### src/hdl/dlmt_pkg.sv
// ============================================================================
// dlmt_pkg
// Shared types, constants and scanner tables for the longest-match tokenizer.
// ============================================================================
package dlmt_pkg;

  // Lookahead buffer geometry.
  localparam int unsigned LOOKAHEAD_DEPTH = 64;
  localparam int unsigned BUF_AW          = $clog2(LOOKAHEAD_DEPTH);
  localparam int unsigned OCC_W           = BUF_AW + 1;

  // Port field widths.
  localparam int unsigned CH_W    = 8;
  localparam int unsigned KIND_W  = 3;
  localparam int unsigned POS_W   = 32;
  localparam int unsigned LEN_W   = 7;
  localparam int unsigned STATE_W = 4;
  localparam int unsigned NUM_STATES = 9;

  typedef logic [STATE_W-1:0] dfa_state_t;
  typedef logic [KIND_W-1:0]  kind_t;

  // Special state codes.
  localparam dfa_state_t ST_START  = 4'd0;
  localparam dfa_state_t ST_DEAD   = 4'd15;
  localparam dfa_state_t NO_ACCEPT = 4'd15;
  localparam dfa_state_t ST_LAST   = 4'd8;

  // Token kinds.
  localparam kind_t KIND_NUMBER    = 3'd0;
  localparam kind_t KIND_IDENT     = 3'd1;
  localparam kind_t KIND_SPACE     = 3'd2;
  localparam kind_t KIND_AT        = 3'd3;
  localparam kind_t KIND_UNMATCHED = 3'd4;
  localparam kind_t NO_KIND        = 3'd7;

  // Characters with a role in classification.
  localparam logic [CH_W-1:0] CH_NEWLINE   = 8'h0A;
  localparam logic [CH_W-1:0] CH_TAB       = 8'h09;
  localparam logic [CH_W-1:0] CH_BACKSPACE = 8'h08;
  localparam logic [CH_W-1:0] CH_SPACE     = 8'h20;
  localparam logic [CH_W-1:0] CH_AT        = 8'h40;
  localparam logic [CH_W-1:0] CH_DOT       = 8'h2E;
  localparam logic [CH_W-1:0] CH_UNDER     = 8'h5F;
  localparam logic [CH_W-1:0] CH_LOW_A     = 8'h61;
  localparam logic [CH_W-1:0] CH_LOW_E     = 8'h65;
  localparam logic [CH_W-1:0] CH_LOW_Z     = 8'h7A;
  localparam logic [CH_W-1:0] CH_DIGIT_0   = 8'h30;
  localparam logic [CH_W-1:0] CH_DIGIT_9   = 8'h39;

  // Character class rows of the transition table.
  localparam int unsigned ROW_ALPHA = 0;
  localparam int unsigned ROW_DIGIT = 1;
  localparam int unsigned ROW_E     = 2;
  localparam int unsigned ROW_DOT   = 3;
  localparam int unsigned ROW_AT    = 4;
  localparam int unsigned ROW_BLANK = 5;
  localparam int unsigned ROW_UNDER = 6;
  localparam int unsigned NUM_ROWS  = 7;

  localparam dfa_state_t TRANS [NUM_ROWS][NUM_STATES] = '{
    '{4'd7,  4'd15, 4'd15, 4'd15, 4'd15, 4'd15, 4'd15, 4'd7,  4'd15},
    '{4'd1,  4'd1,  4'd2,  4'd2,  4'd5,  4'd5,  4'd15, 4'd7,  4'd15},
    '{4'd15, 4'd4,  4'd4,  4'd15, 4'd15, 4'd15, 4'd15, 4'd15, 4'd15},
    '{4'd3,  4'd2,  4'd15, 4'd15, 4'd15, 4'd15, 4'd15, 4'd15, 4'd15},
    '{4'd8,  4'd15, 4'd15, 4'd15, 4'd15, 4'd15, 4'd15, 4'd15, 4'd15},
    '{4'd6,  4'd15, 4'd15, 4'd15, 4'd15, 4'd15, 4'd6,  4'd15, 4'd15},
    '{4'd7,  4'd15, 4'd15, 4'd15, 4'd15, 4'd15, 4'd15, 4'd7,  4'd15}
  };

  localparam kind_t ACCEPT_KIND [NUM_STATES] = '{
    NO_KIND, KIND_NUMBER, KIND_NUMBER, NO_KIND, NO_KIND,
    KIND_NUMBER, KIND_SPACE, KIND_IDENT, KIND_AT
  };

  // Token kind of a state, or no kind for a non-accepting or invalid state.
  function automatic kind_t accept_kind_of(dfa_state_t st);
    kind_t k;
    k = NO_KIND;
    if (st <= ST_LAST) begin
      k = ACCEPT_KIND[st];
    end
    return k;
  endfunction

  // Result of one scanner step, passed from the step logic to the sequencer.
  typedef struct packed {
    dfa_state_t nxt_state;
    logic       dead;
    logic       accepting;
    logic       is_newline;
  } step_res_t;

endpackage

### src/hdl/dfa_longest_match_tokenizer.sv
// ============================================================================
// dfa_longest_match_tokenizer
// Longest-match tokenizer over a byte stream, with rewind and replay of the
// buffered bytes from a 64-entry circular lookahead buffer.
// ============================================================================
//
//  Channel | Ports                                              | Direction
//  --------+----------------------------------------------------+----------
//  in      | in_valid, in_stall, in_ch, in_end_of_text          | request in
//  out     | out_valid, out_stall, out_kind, out_start_pos,     | request out
//          | out_length, out_line, out_last_of_run              |
//
//  Each byte takes a write in the idle state, then a buffer read and a
//  transition per scanner step for every byte scanned or rescanned after a
//  rewind, and a last buffer check, then the finish, to close the run. A
//  failed transition spends its read and transition before the rewind; a
//  forced decision spends one read. These steps run one after another on the
//  single buffer read port and the shared step logic.
//  Reset (rst_n low, synchronous) empties the buffer and clears all counters.
//  A stalled output holds its request; scanning goes on while one more token
//  can be held, and the block waits at the next decision until the output
//  register frees.
//
module dfa_longest_match_tokenizer (
  input  logic                             clk,
  input  logic                             rst_n,
  input  logic                             in_valid,
  output logic                             in_stall,
  input  logic [dlmt_pkg::CH_W-1:0]        in_ch,
  input  logic                             in_end_of_text,
  output logic                             out_valid,
  input  logic                             out_stall,
  output dlmt_pkg::kind_t                  out_kind,
  output logic [dlmt_pkg::POS_W-1:0]       out_start_pos,
  output logic [dlmt_pkg::LEN_W-1:0]       out_length,
  output logic [dlmt_pkg::POS_W-1:0]       out_line,
  output logic                             out_last_of_run
);

  typedef enum logic [1:0] {
    S_IDLE,
    S_READ,
    S_EVAL,
    S_FINISH
  } seq_state_t;

  typedef logic [dlmt_pkg::OCC_W-1:0]  occ_t;
  typedef logic [dlmt_pkg::BUF_AW-1:0] addr_t;
  typedef logic [dlmt_pkg::POS_W-1:0]  pos_t;

  seq_state_t           state_r, state_nxt;
  logic                 flush_r, flush_nxt;
  dlmt_pkg::dfa_state_t dfa_r, dfa_nxt;
  dlmt_pkg::dfa_state_t acc_state_r, acc_state_nxt;
  occ_t                 acc_len_r, acc_len_nxt;
  occ_t                 nl_scan_r, nl_scan_nxt;
  occ_t                 nl_acc_r, nl_acc_nxt;
  occ_t                 occ_r, occ_nxt;
  occ_t                 off_r, off_nxt;
  pos_t                 tok_start_r, tok_start_nxt;
  pos_t                 line_r, line_nxt;

  // Held result and output register.
  logic                 pend_valid_r, pend_valid_nxt;
  dlmt_pkg::kind_t      pend_kind_r, pend_kind_nxt;
  pos_t                 pend_start_r, pend_start_nxt;
  logic [dlmt_pkg::LEN_W-1:0] pend_len_r, pend_len_nxt;
  pos_t                 pend_line_r, pend_line_nxt;

  logic                 out_valid_r, out_valid_nxt;
  dlmt_pkg::kind_t      out_kind_r, out_kind_nxt;
  pos_t                 out_start_r, out_start_nxt;
  logic [dlmt_pkg::LEN_W-1:0] out_len_r, out_len_nxt;
  pos_t                 out_line_r, out_line_nxt;
  logic                 out_last_r, out_last_nxt;

  // Lookahead buffer.
  logic [dlmt_pkg::CH_W-1:0] buf_mem [dlmt_pkg::LOOKAHEAD_DEPTH];
  logic [dlmt_pkg::CH_W-1:0] rd_data_r;
  addr_t                     rd_addr;
  addr_t                     wr_addr;
  logic                      wr_en;

  dlmt_pkg::step_res_t  step;
  logic                 out_free;
  logic                 decide_req;
  logic                 acc_seen;
  dlmt_pkg::kind_t      dec_kind;
  occ_t                 dec_len;
  occ_t                 dec_nl;

  // Buffer addresses follow absolute text positions modulo the depth.
  assign rd_addr = tok_start_r[dlmt_pkg::BUF_AW-1:0] + off_r[dlmt_pkg::BUF_AW-1:0];
  assign wr_addr = tok_start_r[dlmt_pkg::BUF_AW-1:0] + occ_r[dlmt_pkg::BUF_AW-1:0];
  assign wr_en   = (state_r == S_IDLE) && in_valid;

  always_ff @(posedge clk) begin
    if (wr_en) begin
      buf_mem[wr_addr] <= in_ch;
    end
    if (state_r == S_READ) begin
      rd_data_r <= buf_mem[rd_addr];
    end
  end

  // Shared scanner step on the byte just read.
  dlmt_step u_step (
    .cur_state (dfa_r),
    .ch        (rd_data_r),
    .res       (step)
  );

  // Token decision: last accepting prefix, or one unmatched byte.
  assign acc_seen = (acc_state_r != dlmt_pkg::NO_ACCEPT);
  assign dec_kind = acc_seen ? dlmt_pkg::accept_kind_of(acc_state_r)
                             : dlmt_pkg::KIND_UNMATCHED;
  assign dec_len  = acc_seen ? acc_len_r : occ_t'(1);
  assign dec_nl   = acc_seen ? nl_acc_r : '0;

  assign out_free = !out_valid_r || !out_stall;

  // Sequencer next-state logic.
  always_comb begin
    state_nxt      = state_r;
    flush_nxt      = flush_r;
    dfa_nxt        = dfa_r;
    acc_state_nxt  = acc_state_r;
    acc_len_nxt    = acc_len_r;
    nl_scan_nxt    = nl_scan_r;
    nl_acc_nxt     = nl_acc_r;
    occ_nxt        = occ_r;
    off_nxt        = off_r;
    tok_start_nxt  = tok_start_r;
    line_nxt       = line_r;
    pend_valid_nxt = pend_valid_r;
    pend_kind_nxt  = pend_kind_r;
    pend_start_nxt = pend_start_r;
    pend_len_nxt   = pend_len_r;
    pend_line_nxt  = pend_line_r;
    out_valid_nxt  = out_valid_r && out_stall;
    out_kind_nxt   = out_kind_r;
    out_start_nxt  = out_start_r;
    out_len_nxt    = out_len_r;
    out_line_nxt   = out_line_r;
    out_last_nxt   = out_last_r;
    decide_req     = 1'b0;

    case (state_r)
      S_IDLE: begin
        if (in_valid) begin
          occ_nxt   = occ_r + occ_t'(1);
          flush_nxt = in_end_of_text;
          state_nxt = S_READ;
        end
      end
      S_READ: begin
        if (off_r < occ_r) begin
          state_nxt = S_EVAL;
        end else if (occ_r == '0) begin
          state_nxt = S_FINISH;
        end else if (flush_r || occ_r == occ_t'(dlmt_pkg::LOOKAHEAD_DEPTH)) begin
          decide_req = 1'b1;
        end else begin
          state_nxt = S_FINISH;
        end
      end
      S_EVAL: begin
        if (step.dead) begin
          decide_req = 1'b1;
        end else begin
          dfa_nxt     = step.nxt_state;
          off_nxt     = off_r + occ_t'(1);
          nl_scan_nxt = nl_scan_r + occ_t'(step.is_newline);
          if (step.accepting) begin
            acc_state_nxt = step.nxt_state;
            acc_len_nxt   = off_r + occ_t'(1);
            nl_acc_nxt    = nl_scan_r + occ_t'(step.is_newline);
          end
          state_nxt = S_READ;
        end
      end
      S_FINISH: begin
        if (!pend_valid_r || out_free) begin
          if (pend_valid_r) begin
            out_valid_nxt  = 1'b1;
            out_kind_nxt   = pend_kind_r;
            out_start_nxt  = pend_start_r;
            out_len_nxt    = pend_len_r;
            out_line_nxt   = pend_line_r;
            out_last_nxt   = 1'b1;
            pend_valid_nxt = 1'b0;
          end
          // End of text starts a fresh text at position zero.
          if (flush_r) begin
            tok_start_nxt = '0;
            line_nxt      = '0;
            dfa_nxt       = dlmt_pkg::ST_START;
            acc_state_nxt = dlmt_pkg::NO_ACCEPT;
            off_nxt       = '0;
            occ_nxt       = '0;
            nl_scan_nxt   = '0;
            nl_acc_nxt    = '0;
            flush_nxt     = 1'b0;
          end
          state_nxt = S_IDLE;
        end
      end
      default: begin
        state_nxt = S_IDLE;
      end
    endcase

    // Emit a token: the held result moves out, the new one is held until the
    // next token or the end of the run tells whether it is the last.
    if (decide_req && (!pend_valid_r || out_free)) begin
      if (pend_valid_r) begin
        out_valid_nxt = 1'b1;
        out_kind_nxt  = pend_kind_r;
        out_start_nxt = pend_start_r;
        out_len_nxt   = pend_len_r;
        out_line_nxt  = pend_line_r;
        out_last_nxt  = 1'b0;
      end
      pend_valid_nxt = 1'b1;
      pend_kind_nxt  = dec_kind;
      pend_start_nxt = tok_start_r;
      pend_len_nxt   = dlmt_pkg::LEN_W'(dec_len);
      pend_line_nxt  = line_r;
      line_nxt       = line_r + pos_t'(dec_nl);
      tok_start_nxt  = tok_start_r + pos_t'(dec_len);
      occ_nxt        = occ_r - dec_len;
      off_nxt        = '0;
      dfa_nxt        = dlmt_pkg::ST_START;
      acc_state_nxt  = dlmt_pkg::NO_ACCEPT;
      acc_len_nxt    = '0;
      nl_scan_nxt    = '0;
      nl_acc_nxt     = '0;
      state_nxt      = S_READ;
    end
  end

  // State and registered outputs.
  always_ff @(posedge clk) begin
    if (!rst_n) begin
      state_r      <= S_IDLE;
      flush_r      <= 1'b0;
      dfa_r        <= dlmt_pkg::ST_START;
      acc_state_r  <= dlmt_pkg::NO_ACCEPT;
      acc_len_r    <= '0;
      nl_scan_r    <= '0;
      nl_acc_r     <= '0;
      occ_r        <= '0;
      off_r        <= '0;
      tok_start_r  <= '0;
      line_r       <= '0;
      pend_valid_r <= 1'b0;
      out_valid_r  <= 1'b0;
    end else begin
      state_r      <= state_nxt;
      flush_r      <= flush_nxt;
      dfa_r        <= dfa_nxt;
      acc_state_r  <= acc_state_nxt;
      acc_len_r    <= acc_len_nxt;
      nl_scan_r    <= nl_scan_nxt;
      nl_acc_r     <= nl_acc_nxt;
      occ_r        <= occ_nxt;
      off_r        <= off_nxt;
      tok_start_r  <= tok_start_nxt;
      line_r       <= line_nxt;
      pend_valid_r <= pend_valid_nxt;
      out_valid_r  <= out_valid_nxt;
    end
    pend_kind_r  <= pend_kind_nxt;
    pend_start_r <= pend_start_nxt;
    pend_len_r   <= pend_len_nxt;
    pend_line_r  <= pend_line_nxt;
    out_kind_r   <= out_kind_nxt;
    out_start_r  <= out_start_nxt;
    out_len_r    <= out_len_nxt;
    out_line_r   <= out_line_nxt;
    out_last_r   <= out_last_nxt;
  end

  assign in_stall        = (state_r != S_IDLE);
  assign out_valid       = out_valid_r;
  assign out_kind        = out_kind_r;
  assign out_start_pos   = out_start_r;
  assign out_length      = out_len_r;
  assign out_line        = out_line_r;
  assign out_last_of_run = out_last_r;

endmodule

### src/hdl/dlmt_step.sv
// ============================================================================
// dlmt_step
// One scanner step: classifies a byte by priority and looks up the transition.
// ============================================================================
module dlmt_step (
  input  dlmt_pkg::dfa_state_t            cur_state,
  input  logic [dlmt_pkg::CH_W-1:0]       ch,
  output dlmt_pkg::step_res_t             res
);

  logic               is_alpha;
  logic               is_digit;
  logic               is_e;
  logic               is_at;
  logic               is_blank;
  logic               any_class;
  dlmt_pkg::dfa_state_t ns;

  // Character classes.
  assign is_alpha = (ch >= dlmt_pkg::CH_LOW_A) && (ch <= dlmt_pkg::CH_LOW_Z);
  assign is_digit = (ch >= dlmt_pkg::CH_DIGIT_0) && (ch <= dlmt_pkg::CH_DIGIT_9);
  assign is_e     = (ch == dlmt_pkg::CH_LOW_E);
  assign is_at    = (ch == dlmt_pkg::CH_AT);
  assign is_blank = (ch == dlmt_pkg::CH_SPACE) || (ch == dlmt_pkg::CH_NEWLINE) ||
                    (ch == dlmt_pkg::CH_TAB) || (ch == dlmt_pkg::CH_BACKSPACE);
  assign any_class = is_alpha || is_digit || is_e || is_at || is_blank;

  // Take the first class, in priority order, that has a live transition.
  // Literal rows only apply when the byte is in no class at all.
  always_comb begin
    ns = dlmt_pkg::ST_DEAD;
    if (cur_state <= dlmt_pkg::ST_LAST) begin
      if (is_alpha && ns == dlmt_pkg::ST_DEAD) begin
        ns = dlmt_pkg::TRANS[dlmt_pkg::ROW_ALPHA][cur_state];
      end
      if (is_digit && ns == dlmt_pkg::ST_DEAD) begin
        ns = dlmt_pkg::TRANS[dlmt_pkg::ROW_DIGIT][cur_state];
      end
      if (is_e && ns == dlmt_pkg::ST_DEAD) begin
        ns = dlmt_pkg::TRANS[dlmt_pkg::ROW_E][cur_state];
      end
      if (is_at && ns == dlmt_pkg::ST_DEAD) begin
        ns = dlmt_pkg::TRANS[dlmt_pkg::ROW_AT][cur_state];
      end
      if (is_blank && ns == dlmt_pkg::ST_DEAD) begin
        ns = dlmt_pkg::TRANS[dlmt_pkg::ROW_BLANK][cur_state];
      end
      if (!any_class && ch == dlmt_pkg::CH_DOT) begin
        ns = dlmt_pkg::TRANS[dlmt_pkg::ROW_DOT][cur_state];
      end
      if (!any_class && ch == dlmt_pkg::CH_UNDER) begin
        ns = dlmt_pkg::TRANS[dlmt_pkg::ROW_UNDER][cur_state];
      end
    end
  end

  assign res.nxt_state  = ns;
  assign res.dead       = (ns == dlmt_pkg::ST_DEAD);
  assign res.accepting  = (dlmt_pkg::accept_kind_of(ns) != dlmt_pkg::NO_KIND);
  assign res.is_newline = (ch == dlmt_pkg::CH_NEWLINE);

endmodule

### config.mk
export PLATFORM = sky130hd
export DESIGN_NAME = dfa_longest_match_tokenizer
export DESIGN_NICKNAME = d
export VERILOG_FILES = /design/src/hdl/dlmt_pkg.sv /design/src/hdl/dfa_longest_match_tokenizer.sv /design/src/hdl/dlmt_step.sv
export SDC_FILE = /design/constraint.sdc
export NUM_CORES = 1
export LEC_CHECK = 0
export BUFFER_PORTS_ARGS = -buffer_cell sky130_fd_sc_hd__buf_4
export CORE_UTILIZATION = 30
export DETAILED_ROUTE_END_ITERATION = 10
export GPL_TIMING_DRIVEN = 0
export MAX_ROUTING_LAYER = met4
export PLACE_DENSITY = 0.56
export SKIP_LAST_GASP = 1
export SYNTH_ARGS = -nofsm -noshare
export SYNTH_HDL_FRONTEND = slang
export SYNTH_SLANG_ARGS = --single-unit
### constraint.sdc
create_clock -name clk -period 11.13 [get_ports clk]
set_input_delay 1.6695 -clock clk [delete_from_list [all_inputs] [get_ports clk]]
set_output_delay 1.6695 -clock clk [all_outputs]
set_load 0.02 [all_outputs]
==> Word-level counts from Yosys, hierarchy flattened <==
Memory sizes are Yosys's and may differ from the RTL's. A register that Yosys moved wholly into a read port is not among the register bits.
Cells that the tools add are included.
{ "totals": {"in_bits": 13, "register_bits": 261, "output_inout_bits": 77, "elab_cells": 240, "n_memories": 9, "rom_bits": 480, "ram_bits": 512} }
{ "mem_list": {"columns": ["name", "depth", "width", "read_ports", "rd_clocked_by_memory_dff", "wr", "line_no", "rtl"], "rows": [
  ["buf_mem", 64, 8, 1, 1, 1, "dfa_longest_match_tokenizer.sv:78", "logic [dlmt_pkg::CH_W-1:0] buf_mem [dlmt_pkg::LOOKAHEAD_DEPTH];"],
  ["(name not given)", 16, 4, 1, 0, 0, "dlmt_step.sv:46", "ns = dlmt_pkg::TRANS[dlmt_pkg::ROW_BLANK][cur_state];"],
  ["(name not given)", 16, 4, 1, 0, 0, "dlmt_step.sv:34", "ns = dlmt_pkg::TRANS[dlmt_pkg::ROW_ALPHA][cur_state];"],
  ["(name not given)", 16, 4, 1, 0, 0, "dlmt_step.sv:49", "ns = dlmt_pkg::TRANS[dlmt_pkg::ROW_DOT][cur_state];"],
  ["(name not given)", 16, 4, 1, 0, 0, "dlmt_step.sv:37", "ns = dlmt_pkg::TRANS[dlmt_pkg::ROW_DIGIT][cur_state];"],
  ["(name not given)", 16, 4, 1, 0, 0, "dlmt_step.sv:40", "ns = dlmt_pkg::TRANS[dlmt_pkg::ROW_E][cur_state];"],
  ["3 more memories", null, null, null, null, null, null, null]
]} }
{ "op_classes": {"eq_ne": 30, "n_reduce_logical": 45, "n_addsub": 8, "magnitude_cmp": 11, "bitwise_logic": 5, "mux": 108} }
{ "op_table": {"columns": ["operator", "n"], "rows": [
  ["2-to-1 mux 32 bit", 15],
  ["2-to-1 mux 4 bit", 31],
  ["2-to-1 mux 7 bit", 15],
  ["adder 32 x 7 -> 32 bit", 2],
  ["one-hot mux 7 bit (2 select lines)", 4],
  ["2-to-1 mux 3 bit", 10],
  ["equality test 8 x 4 -> 1 bit, second input constant", 3],
  ["equality test 8 x 7 -> 1 bit, second input constant", 3],
  ["2-to-1 mux 1 bit", 21],
  ["equality test 4 bit, second input constant", 5],
  ["equality test 8 x 6 -> 1 bit, second input constant", 2],
  ["one-hot mux 4 bit (2 select lines)", 2],
  ["AND reduction 4 bit", 4],
  ["greater-or-equal comparator 5 bit, second input constant", 3],
  ["inverter 4 -> 5 bit", 3],
  ["adder 7 x 1 -> 7 bit, second input constant", 2],
  ["2-to-1 mux 2 bit", 7],
  ["adder 6 bit", 2],
  ["<= comparator 4 bit, second input constant", 3],
  ["inequality test 3 bit, second input constant", 4],
  ["nonzero test 2 bit", 6],
  ["logical AND 1 bit", 11],
  ["logical OR 1 bit", 10],
  ["inequality test 2 bit, second input constant", 5],
  ["other kinds (24)", 34]
]} }

==> Depth between registers and ports, before layout <==
Gate-level depths: netlist (run 1).
{ "depth": {"ltp_word": 33, "ltp_mapped": 18, "ltp_nobuf": 16} }

==> Cells and area by module <==
A second synthesis (run 1) with hierarchy kept.
{ "hier_totals": {"hier_cells": 2175, "area_unflattened_um2": 33442.1} }
{ "modules_own_cells": {"columns": ["mod", "instances", "cells_each", "area_each_um2", "seq_area_each_um2"], "rows": [
  ["dfa_longest_match_tokenizer", 1, 2103, 32939.1, 22331.4],
  ["dlmt_step", 1, 72, 503.0, 0.0]
]} }

==> Least setup slack after synthesis (run 1) <==
Ideal clock, no wire load.
{ "synth_timing": {"path_kind": "register -> register", "start": "register dfa_r[1]", "end": "register (tool-made name)", "required_time_ps": 10701, "arrival_ps": 4437, "stages_incl_launch_ff": 18, "path_buffers": 3, "setup_ps": 429, "slack_ps": 6264, "synth_period_minus_slack_ps": 4866, "cell_sequence": "dfxtp_1 -> inv_1 -> ha_1 -> mux2_1 -> or4b_1 -> a211o_1 -> a32oi_1 -> a31oi_1 -> inv_1 -> ha_1 -> and2_1 -> o2111a_1 -> a32o_1 -> buf_6 -> o21ai_2 -> buf_2 -> buf_4 -> inv_1"} }
{ "synth_rtl": {"columns": ["element", "line_no", "rtl"], "rows": [
  ["from (decl)", "dfa_longest_match_tokenizer.sv:53", "dlmt_pkg::dfa_state_t dfa_r, dfa_nxt;"],
  ["from (signal assigned)", "dfa_longest_match_tokenizer.sv:247", "dfa_r <= dlmt_pkg::ST_START;"],
  ["from (signal assigned)", "dfa_longest_match_tokenizer.sv:261", "dfa_r <= dfa_nxt;"]
]} }

==> reports/results.ini, run 1 <==
[status]
status=finished clean

[floorplan]
die_h_microns=334
die_w_microns=334
initial_core_util_pct=30.3
dieArea_sq_mm=0.111
rows=121
coreArea_sq_mm=0.109
io_pins=90

[synth]
synth.net_count=2150
ys_ff_latch=781
ys_seq_area_share_pct=67.7
ys_warn_count=0
async_flop_share_pct=0
synthCells=2078
synth_cell_types=87
synthFlopType=edfxtp_1
synth_edf_count=669
synth_area_sq_mm=0.0330
syn_avg_cell_area_sq_um=15.9

[timing]
clock_skew_ns=0.0366
hold_viol=0
tightest_slew_ns=1.08
setup_violations=0
setup-tns-final_ns=0
post-route-min-period_ns=4.77
rsz0062_at_grt=no
min_period_over_period_pct=42.8
slew-limit-headroom_pct=28.0
fmax_mhz=210
finalMaxSlewViolations=0

[worst_setup_path]
cp-end-kind=flop
rr_worst_depth=18
worstSetupStartpoint=dfa_r[1]
critical_path_class=flop to flop
cp-start-kind=flop
rr_startpoint=dfa_r[1]
critPathMaxFanout=63
cp.arrival_ns=5.10
slowest_delay_ns=0.47
critPathSlowestCell=dfxtp_1
worstPathRequired_ns=11.46
reg2reg_slack_ns=6.36
crit_chain=inv_1, ha_1, mux2_1, or4b_1, a211o_1, a32oi_1, a31oi_1, inv_1, ha_1, and2_1, o2111a_1, a32o_1, buf_6, o21ai_2, buf_2, buf_4, inv_4, buf_16

[pwr]
power_density_mw_per_mm2=212
intPower_w=0.00566
p_switching_w=0.00240
p_seq_share_pct=43.6
swShare_pct=29.8
clockPowerShare_pct=31.9
ir_worst_vdd_v=0.000127
p_leak_nw=12.2
combPwrFrac_pct=24.5

[grt]
grt_pass1_wl_microns=121000
grtUsageTotal_pct=14.7
overflow=0
grt_max_degree=84
grt_antenna_before_repair=0
grt_pass1_vias=19008

[clocking]
clkLatencyLatePin_ns=0.66
clk_path_buf_depth=3
cts_resized=0
path_clk_slew_ns=0.06
clock-sinks=781
post_cts_buffers=0
numCtsBuffers=78
clock-root-buffer=clkbuf_16
cts_tree=yes
h-tree-depth=3
hold_buffers=0

[finish]
n_fill_cell=10295
area_delta_synth_final_pct=15.0
final_cell_count_no_fill=3722
layout-drive-gt1-share_pct=18.2
multi_input_area_sq_mm=0.0100
regArea_sq_mm=0.0223
final_nets=2319

[placement]
port_buffers=88
gp_congestion=0.863
dp_cells=3581
place_hpwl_microns=53200

[job]
max_cap_violations=0

[routing]
post_drt_wl_per_cell_microns=21.4
num_vias=18704
antenna_left=0
drcViolationCount=0
via_per_inst=5.03
dr.pass1.iters=5
dr.first_iter.drc_count=1431
drt_wl_total_microns=79800

[min_path]
worstHoldStart=nl_acc_r[1]
min_path_type=flop to flop

==> area by class of cell <==
class	count	share of cell area, %
Antenna cell	1	0.00660
Buffer	97	1.23
Clock buffer	98	5.48
Clock inverter	42	1.05
Inverter	51	0.511
Multi-Input combinational cell	1149	26.4
Sequential cell	781	58.9
Tap cell	1414	4.66
Timing Repair Buffer	89	1.81
==> synth_stat cells (all sizes together), types with 17 or more instances <==
library cell	count	area (sq um)
mux2i	106	1060
or3	17	106
nand3	68	353
a21oi	59	310
edfxtp	669	20100
a21o	20	150
nor2b	18	113
xnor2	28	245
a211oi	20	150
inv	51	191
ha	54	676
nor3	20	100
o21ai	61	309
nor2	215	807
and3	21	131
mux4	160	3600
nand2	108	415
buf	53	299
dfxtp	112	2240
clkbuf	44	166
==> worst max-delay path, delay by kind of cell (launching register included) <==
| family | cells | cell delay, ns |
|---|---|---|
| buf+inv | 7 | 1.41 |
| compound gates | 6 | 1.36 |
| flops | 1 | 0.47 |
| fa+ha+maj | 2 | 0.45 |
| mux | 1 | 0.35 |
| simple gates | 2 | 0.35 |
==> layer usage <==
layer  vias to the layer above  share of wire, %  track usage [%]
li1                       8431                 -                -
met1                      9527                43             18.8
met2                       613                49             23.8
met3                       133               5.8             2.69
met4                         0               2.4             3.85
met5                         -                 0                -
==> through the flow <==
step	hold WS (ns)	instance area [sq um]	power [W]	setup slack, ns	util (%)
2_1_floorplan	0.423	33000	0.00489	6.26	-
3_3_place_gp	0.441	35400	0.00552	4.92	32.5
3_5_place_dp	0.445	35500	0.00557	6.41	32.5
4_1_cts	0.455	37900	0.00814	6.38	34.8
5_1_grt	0.470	37900	0.00839	6.08	34.8
6_report	0.449	37900	0.00805	6.36	34.8
==> cell usage in the layout (no fill, tap or decap), types with 14 or more instances in the layout <==
cell type,netlist,routed
nor3_1,20,20
nor2b_1,18,18
edfxtp_1,669,669
a21oi_1,57,57
dfxtp_1,112,112
o21ai_1,23,23
nand2_1,106,106
clkbuf_16,0,79
inv_1,50,49
and3_1,21,21
buf_2,29,29
ha_1,54,54
or3_1,17,17
a211oi_1,20,20
clkinv_1,0,15
and2_1,14,14
nor2_1,215,215
mux4_2,160,160
clkbuf_1,43,59
mux2i_1,106,106
o21ai_0,37,37
clkinv_2,0,15
a21o_1,20,20
nand3_1,67,67
xnor2_1,28,28
buf_4,5,93
==> logic make-up (layout without fill, tap and decap cells) <==
group,count (synthesis),in the layout,synth area share [%]
fa+ha+maj,59,59,2.35
xor+xnor,40,40,1.06
flops,781,781,67.7
buf+inv,148,377,1.99
compound gates,242,242,5.02
mux,268,268,14.2
other cells,0,1,0
simple gates,540,540,7.69
==> sequential cells by signal, summed over array words and instances (netlist names), 7 cells and up, named ones only <==
register	count
acc_len_r	7
buf_mem	512
line_r	32
nl_acc_r	7
nl_scan_r	7
occ_r	7
off_r	7
pend_len_r	7
pend_line_r	32
pend_start_r	32
rd_data_r	8
tok_start_r	32
==> how the worst min path moves through the flow <==
stage	end	slack, ns	cells past startpoint
2_1_floorplan	pend_line_r[21]	0.42	0
3_3_place_gp	pend_start_r[31]	0.44	0
3_5_place_dp	pend_start_r[31]	0.45	0
4_1_cts	nl_acc_r[1]	0.46	2
5_1_grt	pend_start_r[31]	0.47	0
6_report	nl_acc_r[1]	0.45	2
==> power groups by stage <==
stage | sequential (W) | combinational, W | clock (W)
2_1_floorplan | 0.00363 | 0.00126 | 0
3_3_place_gp | 0.00358 | 0.00195 | 0
3_5_place_dp | 0.00357 | 0.00200 | 0
4_1_cts | 0.00351 | 0.00200 | 0.00263
5_1_grt | 0.00353 | 0.00213 | 0.00273
6_report | 0.00351 | 0.00197 | 0.00257
Note: power is estimated with default switching activity, not from simulation.
==> run 2, diff against run 1 <==
Clock period 11.13 ns to 4.4 ns, I/O delays scaled along.
==> run 2 against run 1 <==
Worst hold slack lost 0.12 ns; routed wire length is 0.53% higher; clock-buffer cell count shrank 4; utilization increased by 0.25 points; via count fell by 0.11%; flip-flop and latch count unchanged; clock skew down 0.0062 ns; first-iteration DRC count rose by 11%; critical path depth decreased by 3; die area unchanged; combinational power grew to 2.6 times the previous value; sequential share of layout area down 0.41 points; critical path type unchanged; largest cell class unchanged; highest routed layer unchanged.
==> reports/results.ini, run 2 (synthesized netlist as in run 1, its figures left out) <==
[placement]
place_hpwl_microns=52900  ; -0.55%
dp_cells=3581  ; unchanged
port_buffers=88  ; unchanged
gp_congestion=0.876  ; +1.6%
pre_cts_ws_ns=-0.886  ; -7.30 ns
placed_cell_area_sq_mm=0.0355  ; about the same

[worst_setup_path]
reg2reg_slack_ns=0.16  ; -6.21 ns
rr_startpoint=rd_data_r[3]
cp.arrival_ns=4.62  ; -0.48 ns
critical_path_class=flop to flop
cp-start-kind=flop
cp-end-kind=flop
worstPathRequired_ns=4.77  ; -6.69 ns
rr_worst_depth=15  ; -3
critPathMaxFanout=22  ; -65%
worstSetupStartpoint=rd_data_r[3]

[finish]
final_cell_count_no_fill=3735  ; +0.35%
top_register=buf_mem
final_cell_mix=edfxtp_1 (669), nor2_1 (215), mux4_2 (160)
multi_input_area_sq_mm=0.0100  ; +0.22%
layout-drive-gt1-share_pct=19.6  ; +1.4 points
stdcell_area_sq_mm=0.0382  ; +0.71%
regArea_sq_mm=0.0223  ; about the same
insertedDiodeCount=0  ; -1
n_fill_cell=10340  ; +0.44%
final_nets=2329  ; +0.43%
area_delta_synth_final_pct=15.8
largest_reg_flops=512  ; unchanged
final_common_cell=edfxtp_1

[floorplan]
die_w_microns=334  ; unchanged
die_h_microns=334  ; unchanged
rows=121  ; unchanged
initial_core_util_pct=30.3  ; unchanged
dieArea_sq_mm=0.111  ; unchanged
coreArea_sq_mm=0.109  ; unchanged
io_pins=90  ; unchanged

[min_path]
worstHoldStart=out_stall
min_path_type=input port to flop

[timing]
fmax_mhz=236  ; +12%
tightest_slew_ns=1.06  ; -0.0225 ns
min_period_over_period_pct=96.5  ; +54 points
post-route-min-period_ns=4.24  ; -0.523 ns
hold_viol=0  ; unchanged
timing.final.ws_setup_ns=0.155  ; -6.21 ns
fin_hold_ws_ns=0.331  ; -0.118 ns
rsz0062_at_grt=no
finalMaxSlewViolations=0  ; unchanged
setup_violations=0  ; unchanged
clock_skew_ns=0.0303  ; -0.00623 ns
slew-limit-headroom_pct=28.7  ; +0.75 points

[pwr]
intPower_w=0.0145  ; +160%
finalPower_w=0.0207  ; +160%
clockPowerShare_pct=32.3  ; +0.4 points
p_seq_share_pct=43.0  ; -0.6 points
combPwrFrac_pct=24.7  ; +0.2 points
p_leak_nw=12.3  ; +1.1%
ir_worst_vdd_v=0.000303  ; +140%
swShare_pct=29.6  ; -0.20 points
p_switching_w=0.00610  ; +150%
power_density_mw_per_mm2=540  ; +150%

[grt]
grt_max_degree=84  ; unchanged
grt_pass1_wl_microns=121000  ; about the same
grtUsageTotal_pct=14.7  ; about the same
grt_pass1_vias=18863  ; -0.76%
overflow=0  ; unchanged
grt_antenna_before_repair=0  ; unchanged

[clocking]
path_clk_slew_ns=0.06  ; about the same
numCtsBuffers=79  ; +1.3%
hold_buffers=0  ; unchanged
clk_path_buf_depth=3  ; unchanged
clock-root-buffer=clkbuf_16
clkLatencyLatePin_ns=0.65  ; about the same
h-tree-depth=3  ; unchanged
clock-sinks=781  ; unchanged
cts_tree=yes

[routing]
antenna_left=0  ; unchanged
num_vias=18683  ; -0.11%
post_drt_wl_per_cell_microns=21.5  ; +0.18%
drt_wl_total_microns=80200  ; +0.53%
dr.first_iter.drc_count=1583  ; +11%
dr.pass1.iters=5  ; unchanged
via_per_inst=5.00  ; -0.46%
drcViolationCount=0  ; unchanged

[status]
status=finished clean

[job]
max_cap_violations=0  ; unchanged

## run 2: how the worst min path moves through the flow
stage | to | slack, ns | cells past startpoint
floorplan | pend_line_r[21] | 0.42 | 0
global placement | nl_acc_r[4] | 0.44 | 2
detailed placement | nl_acc_r[0] | 0.45 | 2
CTS | out_valid | 0.28 | 3
global route | out_valid | 0.29 | 3
finish | out_valid | 0.33 | 3
## run 2: area by class of cell
| class | instances | share of cell area [%] |
|---|---|---|
| Multi-Input combinational cell | 1149 | 26.3 |
| Timing Repair Buffer | 97 | 2.03 |
| Inverter | 51 | 0.511 |
| Clock inverter | 51 | 1.24 |
| Timing Repair inverter | 1 | 0.0196 |
| Sequential cell | 781 | 58.4 |
| Tap cell | 1414 | 4.63 |
| Buffer | 97 | 1.37 |
| Clock buffer | 94 | 5.48 |
## run 2: power by group through the flow
stage | registers (W) | clock network [W] | logic [W]
finish | 0.00888 | 0.00667 | 0.00510
global route | 0.00893 | 0.00708 | 0.00550
CTS | 0.00889 | 0.00682 | 0.00511
detailed placement | 0.00905 | 0 | 0.00503
global placement | 0.00904 | 0 | 0.00493
floorplan | 0.00918 | 0 | 0.00320
## run 2: stage by stage
step,TNS (ns),util (%)
after detailed placement,-73.98,32.5
after CTS,0,35.0
after global placement,-110.51,32.5
after global routing,0,35.1
final,0,35.1
after floorplan,0,-
## run 2: worst max-delay path, cell delays in order (launching register included)
cell and delay, ns:
edfxtp_1 0.50, or4_1 0.53, nor4_2 0.37, a32oi_1 0.14, a31oi_1 0.26, inv_1 0.11, ha_1 0.20, and2_1 0.14
o2111a_1 0.17, a32o_1 0.24, buf_6 0.16, o21ai_4 0.16, buf_6 0.21, buf_4 0.23, clkinvlp_4 0.25, clkbuf_16 0.27
## run 2: timing repair
item,4_1_cts,5_1_grt
setup buffers,5,1
setup endpoints to repair,165,160
pin swaps,1,0
cloned,1,2
resized for setup,12,27
## run 2: routing by layer
layer,share of wire (%),vias to the layer above,GRT usage (%)
met5,0,-,-
met4,2.3,0,3.95
met3,4.7,137,2.13
met2,49,539,23.9
met1,44,9531,19.1
li1,-,8476,-
